<file path="src/sv/detector_hit_clustering_defines.svh">
// ----------------------------------------------------------------------------
// Hit clustering assertion macros
// Shared property forms for the clustering block; clocked on aclk and
// disabled while aresetn is low.
// ----------------------------------------------------------------------------
`ifndef DETECTOR_HIT_CLUSTERING_DEFINES_SVH
`define DETECTOR_HIT_CLUSTERING_DEFINES_SVH

// same-cycle implication
`define DHC_ASSERT_NOW(label, ante, cons, msg) \
    label: assert property (@(posedge aclk) disable iff (!aresetn) \
        (ante) |-> (cons)) else $error(msg);

// next-cycle implication
`define DHC_ASSERT_NEXT(label, ante, cons, msg) \
    label: assert property (@(posedge aclk) disable iff (!aresetn) \
        (ante) |=> (cons)) else $error(msg);

`endif

</file>
<file path="src/sv/dhc_pkg.sv">
// ----------------------------------------------------------------------------
// Hit clustering package
// Shared constants and types for the strip hit clustering block.
// ----------------------------------------------------------------------------
`timescale 1ns / 1ps

package dhc_pkg;

    localparam int MAX_HITS     = 64;
    localparam int CHANNEL_BITS = 10;

    localparam int CH_W   = 10;
    localparam int TM_W   = 19;
    localparam int TOT_W  = 15;
    localparam int CNT_W  = $clog2(MAX_HITS + 1);
    localparam int MCNT_W = 7;

    localparam int IN_DATA_W  = 48;
    localparam int OUT_DATA_W = 80;

    localparam logic [CH_W-1:0] CH_MASK = CH_W'((32'd1 << CHANNEL_BITS) - 32'd1);

    // register indexes
    localparam logic [1:0] REG_LAYER  = 2'd0;
    localparam logic [1:0] REG_SIDE   = 2'd1;
    localparam logic [1:0] REG_GAP    = 2'd2;
    localparam logic [1:0] REG_WINDOW = 2'd3;

    typedef struct packed {
        logic [CH_W-1:0]  ch;
        logic [TM_W-1:0]  tm;
        logic [TOT_W-1:0] tot;
    } hit_t;

    typedef struct packed {
        logic ins;
        logic shift;
    } cell_ctl_t;

    typedef struct packed {
        logic start;
        logic ovf;
        logic hit_en;
        logic flush_en;
    } walk_step_t;

endpackage

</file>
<file path="src/sv/dhc_walk.sv">
// ----------------------------------------------------------------------------
// Hit clustering walker
// Consumes sorted hits from the chain head, grows the open cluster, and
// loads finished clusters into the output register.
// ----------------------------------------------------------------------------
`timescale 1ns / 1ps
`include "detector_hit_clustering_defines.svh"

module dhc_walk import dhc_pkg::*; (
    input  logic                  aclk,
    input  logic                  aresetn,
    input  walk_step_t            step,
    input  hit_t                  head_hit,
    input  logic [5:0]            layer_index,
    input  logic                  eta_side,
    input  logic [CH_W-1:0]       channel_gap,
    input  logic [TM_W-1:0]       time_window,
    output logic                  out_free,
    output logic                  m_tvalid,
    input  logic                  m_tready,
    output logic [OUT_DATA_W-1:0] m_tdata,
    output logic                  m_tlast,
    output logic                  m_tuser
);

    logic [CNT_W-1:0] open_cnt_reg, open_cnt_next;
    logic             ovf_reg, ovf_next;
    logic [TOT_W-1:0] best_tot_reg, best_tot_next;
    logic [CH_W-1:0]  best_ch_reg, best_ch_next;
    logic [TM_W-1:0]  first_tm_reg, first_tm_next;
    logic [CH_W-1:0]  first_ch_reg, first_ch_next;
    logic [TOT_W-1:0] first_tot_reg, first_tot_next;
    logic [CH_W-1:0]  low_reg, low_next;
    logic [CH_W-1:0]  high_reg, high_next;
    logic [CH_W-1:0]  prev_ch_reg, prev_ch_next;
    logic [TM_W-1:0]  prev_tm_reg, prev_tm_next;

    logic                  m_tvalid_reg, m_tvalid_next;
    logic [OUT_DATA_W-1:0] m_tdata_reg, m_tdata_next;
    logic                  m_tlast_reg, m_tlast_next;
    logic                  m_tuser_reg, m_tuser_next;

    logic [CH_W-1:0] dc;
    logic [TM_W-1:0] dt;
    logic            brk;
    logic            emit;
    logic            open_real;

    always_comb begin
        out_free  = !m_tvalid_reg || m_tready;
        dc        = (head_hit.ch >= prev_ch_reg) ? head_hit.ch - prev_ch_reg
                                                 : prev_ch_reg - head_hit.ch;
        dt        = (head_hit.tm >= prev_tm_reg) ? head_hit.tm - prev_tm_reg
                                                 : prev_tm_reg - head_hit.tm;
        open_real = (open_cnt_reg != '0);
        brk       = !open_real || (dc > channel_gap) || (dt > time_window);
        emit      = (step.hit_en && brk && open_real) || step.flush_en;

        open_cnt_next  = open_cnt_reg;
        ovf_next       = ovf_reg;
        best_tot_next  = best_tot_reg;
        best_ch_next   = best_ch_reg;
        first_tm_next  = first_tm_reg;
        first_ch_next  = first_ch_reg;
        first_tot_next = first_tot_reg;
        low_next       = low_reg;
        high_next      = high_reg;
        prev_ch_next   = prev_ch_reg;
        prev_tm_next   = prev_tm_reg;

        if (step.start) begin
            open_cnt_next = '0;
            ovf_next      = step.ovf;
        end

        if (step.hit_en) begin
            if (brk) begin
                open_cnt_next  = CNT_W'(1);
                best_tot_next  = head_hit.tot;
                best_ch_next   = head_hit.ch;
                first_tm_next  = head_hit.tm;
                first_ch_next  = head_hit.ch;
                first_tot_next = head_hit.tot;
                low_next       = head_hit.ch;
                high_next      = head_hit.ch;
            end else begin
                open_cnt_next = open_cnt_reg + CNT_W'(1);
                if (head_hit.tot > best_tot_reg) begin
                    best_tot_next = head_hit.tot;
                    best_ch_next  = head_hit.ch;
                end
                if (head_hit.tm < first_tm_reg) begin
                    first_tm_next  = head_hit.tm;
                    first_ch_next  = head_hit.ch;
                    first_tot_next = head_hit.tot;
                end
                if (head_hit.ch < low_reg) begin
                    low_next = head_hit.ch;
                end
                if (head_hit.ch > high_reg) begin
                    high_next = head_hit.ch;
                end
            end
            prev_ch_next = head_hit.ch;
            prev_tm_next = head_hit.tm;
        end

        if (step.flush_en) begin
            open_cnt_next = '0;
        end

        // output beat: the cluster that was open before this step
        m_tvalid_next = m_tvalid_reg;
        m_tdata_next  = m_tdata_reg;
        m_tlast_next  = m_tlast_reg;
        m_tuser_next  = m_tuser_reg;
        if (emit) begin
            m_tvalid_next = 1'b1;
            m_tlast_next  = step.flush_en;
            m_tuser_next  = open_real;
            if (open_real) begin
                m_tdata_next = {ovf_reg, (first_ch_reg != best_ch_reg), high_reg, low_reg,
                                MCNT_W'(open_cnt_reg), first_tot_reg, first_tm_reg,
                                best_ch_reg, eta_side, layer_index};
            end else begin
                m_tdata_next = {ovf_reg, 72'd0, eta_side, layer_index};
            end
        end else if (m_tready) begin
            m_tvalid_next = 1'b0;
        end
    end

    always_ff @(posedge aclk) begin
        if (!aresetn) begin
            open_cnt_reg <= '0;
            ovf_reg      <= 1'b0;
            m_tvalid_reg <= 1'b0;
        end else begin
            open_cnt_reg <= open_cnt_next;
            ovf_reg      <= ovf_next;
            m_tvalid_reg <= m_tvalid_next;
        end
    end

    always_ff @(posedge aclk) begin
        best_tot_reg  <= best_tot_next;
        best_ch_reg   <= best_ch_next;
        first_tm_reg  <= first_tm_next;
        first_ch_reg  <= first_ch_next;
        first_tot_reg <= first_tot_next;
        low_reg       <= low_next;
        high_reg      <= high_next;
        prev_ch_reg   <= prev_ch_next;
        prev_tm_reg   <= prev_tm_next;
        m_tdata_reg   <= m_tdata_next;
        m_tlast_reg   <= m_tlast_next;
        m_tuser_reg   <= m_tuser_next;
    end

    assign m_tvalid = m_tvalid_reg;
    assign m_tdata  = m_tdata_reg;
    assign m_tlast  = m_tlast_reg;
    assign m_tuser  = m_tuser_reg;

    `DHC_ASSERT_NOW(a_step_exclusive, step.hit_en, !step.flush_en && !step.start, "walk step overlaps flush or start")
    `DHC_ASSERT_NOW(a_open_bound, 1'b1, open_cnt_reg <= CNT_W'(MAX_HITS), "open cluster larger than store")

endmodule

</file>
<file path="config.mk">
export PLATFORM = sky130hd
export DESIGN_NAME = dhc_walk
export DESIGN_NICKNAME = d
export VERILOG_FILES = /design/src/sv/dhc_pkg.sv /design/src/sv/dhc_walk.sv
export VERILOG_INCLUDE_DIRS = /design/src /design/src/sv
export SDC_FILE = /design/constraint.sdc
export NUM_CORES = 1
export LEC_CHECK = 0
export BUFFER_PORTS_ARGS = -buffer_cell sky130_fd_sc_hd__buf_2
export CAP_MARGIN = 20
export CORE_ASPECT_RATIO = 1.25
export CORE_MARGIN = 2
export CORE_UTILIZATION = 45
export CTS_CLUSTER_SIZE = 20
export DETAILED_ROUTE_END_ITERATION = 8
export PLACE_DENSITY = 0.76
export SYNTH_ARGS = -nofsm -noshare
export SYNTH_HDL_FRONTEND = slang
export SYNTH_SLANG_ARGS = --single-unit
</file>
<file path="constraint.sdc">
create_clock -name aclk -period 10.65 [get_ports aclk]
set_clock_uncertainty 0.1 [all_clocks]
set_input_delay 1.065 -clock aclk [delete_from_list [all_inputs] [get_ports aclk]]
set_output_delay 1.065 -clock aclk [all_outputs]
set_load 0.02 [all_outputs]
</file>
======== Word level (Yosys, flattened, before mapping) ========
Index checks and enable logic that the tools add are counted.
operators by class
  $mul .................................... 0
  divide/modulo/power cells ............... 0
  equality and inequality tests ........... 1
  multiplexer cells ....................... 21
  $add $sub $neg .......................... 5
  bitwise operators ....................... 1
  reduce and logical (&&, ||, !) cells .... 20
  magnitude comparators ................... 8
  shifts and indexed selects .............. 0
operator list
  operator                                                        number
  10-bit two-way mux                                              9
  15-bit two-way mux                                              4
  19-bit two-way mux                                              3
  19-bit subtractor                                               2
  7-bit two-way mux                                               3
  10-bit greater-than comparator                                  2
  10-bit subtractor                                               2
  19-bit greater-or-equal comparator                              1
  19-bit greater-than comparator                                  1
  19-bit < comparator                                             1
  15-bit greater-than comparator                                  1
  2-bit nonzero test                                              6
  10-bit greater-or-equal comparator                              1
  10-bit < comparator                                             1
  10-bit != test                                                  1
  2-bit AND reduction                                             4
  7-bit by 1-bit adder with 7-bit output (second input constant)  1
  7-bit nonzero test                                              1
  1-bit logical OR                                                4
  1-bit logical AND                                               2
  1-bit logical NOT                                               2
  1-bit two-way mux                                               2
  2-bit OR reduction                                              1
  1-bit inverter                                                  1
word-level totals
  bits in writable memories ............... 0
  memories ................................ 0
  bits in read-only memories .............. 0
  word-level logic and storage cells ...... 72
  input bits .............................. 87
  latch bits .............................. 0
  output and inout bits ................... 84
  register bits after elaboration ......... 209

======== Longest topological paths before layout ========
  depth after elaboration ................. 9
  gate-level depth with buffers ........... 23
  gate-level depth less buffers ........... 21

======== Worst setup path before layout ========
Ideal clock, no wire load.
  path kind ............................... input -> register
  from .................................... input head_hit[34] (netlist bit)
  to ...................................... register m_tdata_reg[0] (netlist: m_tdata[0]) (enable)
  slack ................................... 1.918 ns
  arrival time ............................ 8.092 ns
  data required time ...................... 10.011 ns
  buffers on the path ..................... 1
  stages .................................. 21
  library setup time ...................... 0.539 ns
  cells stage by stage .................... inv_1 ha_1 inv_1 fa_1 a21o_1 a211oi_1 nor2_1 o21a_1 o21ai_0 a31oi_1 buf_2 mux2_2 ha_1 nor2b_1 o21a_1 o21ai_0 a211o_1 a21oi_1 a211oi_1 nand2b_1 o21bai_1
on the way
  cells in the longest elaborated chain, start to end .. 8
ends and longest elaborated chain
  item                                             line             RTL
  start: declaration                               dhc_walk.sv:13   input hit_t head_hit,
  10-bit subtractor, or another cell as far along  dhc_walk.sv:52   : prev_ch_reg - head_hit.ch;
  10-bit two-way mux (*)                           dhc_walk.sv:51   dc = (head_hit.ch >= prev_ch_reg) ? head_hit.ch - prev_ch_reg
  10-bit greater-than comparator (*)               dhc_walk.sv:56   brk = !open_real || (dc > channel_gap) || (dt > time_window);
  1-bit logical OR (*) (2 in a row)                dhc_walk.sv:56
  1-bit logical AND (*) (2 in a row)               dhc_walk.sv:57   emit = (step.hit_en && brk && open_real) || step.flush_en;
  1-bit logical OR (*)                             dhc_walk.sv:57
  named net emit                                   dhc_walk.sv:46   logic emit;
  end signal: assignment                           dhc_walk.sv:155  m_tdata_reg <= m_tdata_next;
  end: declaration                                 dhc_walk.sv:39   logic [OUT_DATA_W-1:0] m_tdata_reg, m_tdata_next;
Mark *: on every way through the listed nets, which the timed path passes. The rest lies on a longest branch.
A chain may end at the register's enable or synchronous reset.

======== Final worst setup path ========
  from .................................... input head_hit[26] (netlist bit)
  to ...................................... register m_tdata_reg[39] (netlist: m_tdata[39]) (enable)
on the way
  cells in the longest elaborated chain, start to end .. 7
ends and longest elaborated chain
  item                                             line            RTL
  19-bit subtractor, or another cell as far along  dhc_walk.sv:54  : prev_tm_reg - head_hit.tm;
  19-bit two-way mux (*)                           dhc_walk.sv:53  dt = (head_hit.tm >= prev_tm_reg) ? head_hit.tm - prev_tm_reg
  19-bit greater-than comparator (*)               dhc_walk.sv:56
  1-bit logical OR (*)                             dhc_walk.sv:56
  1-bit logical AND (*) (2 in a row)               dhc_walk.sv:57
  1-bit logical OR (*)                             dhc_walk.sv:57
  named net emit                                   dhc_walk.sv:46
Marks and branches as above.

==> flow_summary.yaml <==
cells_and_area:
  area_growth_pct: 17.2
  ff_latch_area_mm2: 0.00619
  antenna_cells: 0
  fillerInstances: 2206
  nets: 1426
  multiInputGateArea_mm2: 0.00485
  fin_area_mm2: 0.0138
  largest_reg_flops: 80
  final_cell_mix: "edfxtp_1, buf_2, inv_1"
  drive_gt1_share_pct: 20.0
  layout.cells.non_filler: 1552
  final_common_cell: "edfxtp_1"
placement:
  gp_congestion: 0.922
  dpl-instance-area_mm2: 0.0130
  io_buffers: 170
  dp.cells: 1509
  dpl.hpwl_mm: 19.9
synth:
  synth_area_mm2: 0.0117
  avgSynthCellArea_um2: 11.5
  yosysUniqueCellTypes: 61
  yosysTopAreaCell: "edfxtp_1"
  synthCells: 1021
  syn-num-nets: 1251
  yosys-top-cells-area: "edfxtp_1, ha_1, inv_1"
  synth_flop_cell: "edfxtp_1"
  ys_async_sr_fraction_pct: 0
  ys_ff_latch: 209
  synth_edf_count: 200
  yosysSeqAreaShare_pct: 52.7
  yosys_warnings: 0
  netlist.area_leader.share_pct: 51.1
floorplanning:
  io_pins: 171
  dieArea_mm2: 0.0274
  die_y_um: 185
  initial_core_util_pct: 45.4
  die_w_um: 148
  core_mm2: 0.0258
  row_count: 66
cts:
  cts_resized: 0
  clk_latency_ns: 0.50
  cts_tree: "done"
  cts_num_sinks: 209
  clock-root-buffer: "clkbuf_16"
  cts_hold_buffers: 0
  numCtsBuffers: 23
  cts_buffer_depth: 3
  clkTransAtPathRegs_ns: 0.06
  h-tree-depth: 1
  cts_setup_buffers: 0
worst_setup_path:
  end_kind: "flop"
  reg2regPathDepth: 19
  reg2reg_from: "prev_tm_reg[11]"
  critPathCapture: "m_tdata[39]"
  cp.arrival_ns: 6.71
  r2r_slack_ns: 4.38
  cp-startpoint: "head_hit[26]"
  cp-start-kind: "input port"
  cp_max_fo: 46
  required_ns: 10.72
  r2r-end: "m_tdata[39]"
  critical_path_class: "input port to flop"
grt:
  globalRouteMet1Util_pct: 23.0
  use_met2_pct: 34.8
  grt_overflow: 0
  grt_max_degree: 47
  grt_pass1_vias: 8189
  top_usage_layer: "met2"
  grt_use_total_pct: 19.0
  grtUsageMet3_pct: 2.75
  antenna_found_initial: 0
  grt_pass1_wl_mm: 41.0
min_path:
  min_from: "ovf_reg"
  holdCritPathClass: "flop to flop"
timing:
  drv_slew: 0
  max_slew.worst_pin.slew_ns: 0.863
  maxSlewHeadroom_pct: 42.4
  period_needed_ns: 6.63
  finalSetupViolations: 0
  rsz0062_at_grt: "no"
  hold_viol: 0
  fmax_mhz: 151
  tns_ns: 0
  fin_crit_sh_pct: 62.3
outcome:
  status: "completed"
power_and_ir_drop:
  ir_worst_vdd_mv: 0.0898
  intPower_mw: 1.64
  seq_power_share_pct: 43.5
  clkPwrFrac_pct: 34.8
  switching_share_pct: 28.0
  power_density_mw_per_mm2: 166
  pwr-share-comb_pct: 21.7
  power_switching_mw: 0.639
  p_leak_nw: 6.37
detailed_routing:
  routedWlPerCell_um: 16.9
  via_count: 8153
  route.detailed.drc: 0
  drtPass1Iterations: 5
  drt_wl_total_mm: 26.3
  vias_per_cell: 5.25
  dr.first_iter.drc_count: 430
  drtAntennaViolNets: 0
run:
  cap_violations: 0
[cells in the mapped netlist (3+ instances only)]
master	number
buf_6	5
a221oi_1	3
a21oi_1	55
fa_1	4
clkbuf_1	16
xor2_1	17
nor2b_1	13
and3_1	3
nand4_1	21
nor2_1	75
o211ai_1	3
mux2i_1	17
o21bai_1	6
nand2_1	28
o22ai_1	4
ha_1	139
and2_1	30
a21boi_0	3
o41ai_1	3
edfxtp_1	200
or2_2	4
inv_1	155
xnor2_1	20
nor4_1	3
nand2b_1	8
o21a_1	11
buf_2	9
nand3_1	12
mux2_2	3
a211oi_1	8
a31oi_1	7
o21ai_0	41
a21o_1	40
dfxtp_1	9
nor3_1	12
[logic make-up (layout without fill, tap and decap cells)]
| logic type | Yosys count | in the layout | synth area share [%] |
|---|---|---|---|
| AOI/OAI and AO/OA | 209 | 209 | 11.7 |
| xor gates and xnor gates | 37 | 37 | 2.76 |
| adders and majority gates | 143 | 143 | 15.5 |
| buffers and inverters | 186 | 377 | 6.37 |
| DFF | 209 | 209 | 52.7 |
| muxes | 21 | 21 | 1.86 |
| and+or+nand+nor | 216 | 216 | 9.18 |
[power by group through the flow]
stage | clock network (mW) | registers (mW) | logic, mW
floorplan | 0 | 1.04 | 0.319
global placement | 0 | 1.01 | 0.476
detailed placement | 0 | 1.01 | 0.491
CTS | 0.814 | 0.995 | 0.494
global route | 0.844 | 1.00 | 0.553
finish | 0.794 | 0.994 | 0.495
[how the worst min path moves through the flow]
stage                        to  cells after the start  slack (ns)
floorplan           m_tdata[79]                      0        0.31
global placement    m_tdata[79]                      0        0.32
detailed placement  m_tdata[79]                      0        0.33
CTS                 m_tdata[79]                      0        0.34
global route        m_tdata[79]                      0        0.35
finish              m_tdata[79]                      0        0.34
[cell type report]
type                       count  area share [%]
timing repair buffer         181            6.98
sequential                   209            45.0
inverter                     155            4.23
tap                          340            3.09
clock buffer                  24            4.21
clock inverter                17            1.28
multi-input combinational    626            35.2
[per-stage QoR]
step | hold slack [ns] | power [mW] | setup slack (ns) | util, %
global placement | 0.316 | 1.49 | 3.19 | 50.1
CTS | 0.342 | 2.30 | 3.55 | 53.1
global route | 0.352 | 2.40 | 3.75 | 53.2
detailed placement | 0.327 | 1.50 | 3.05 | 50.1
finish | 0.341 | 2.28 | 4.02 | 53.2
floorplan | 0.308 | 1.36 | 1.92 | -
[routing by layer]
layer / vias to the layer above / share of wire [%]
li1: 3970 / -
met1: 3868 / 40
met2: 256 / 51
met3: 59 / 6.2
met4: 0 / 2.7
met5: - / 0
[critical path, stage by stage]
cell and delay [ns]:
buf_2 0.13, inv_1 0.05, ha_1 0.44, nand4_1 0.27, nor3_2 0.10, a211oi_1 0.37
o31a_1 0.61, buf_8 0.24, o22ai_1 0.10, a221oi_1 0.36, xnor2_1 0.17, ha_1 0.27
a21o_1 0.16, a21o_1 0.17, a21oi_1 0.12, o21ai_0 0.10, a21o_1 0.18, a211oi_2 0.74
nand2b_1 0.37, o21bai_4 0.21, buf_4 0.39
Note: power is estimated with default switching activity, not from simulation.
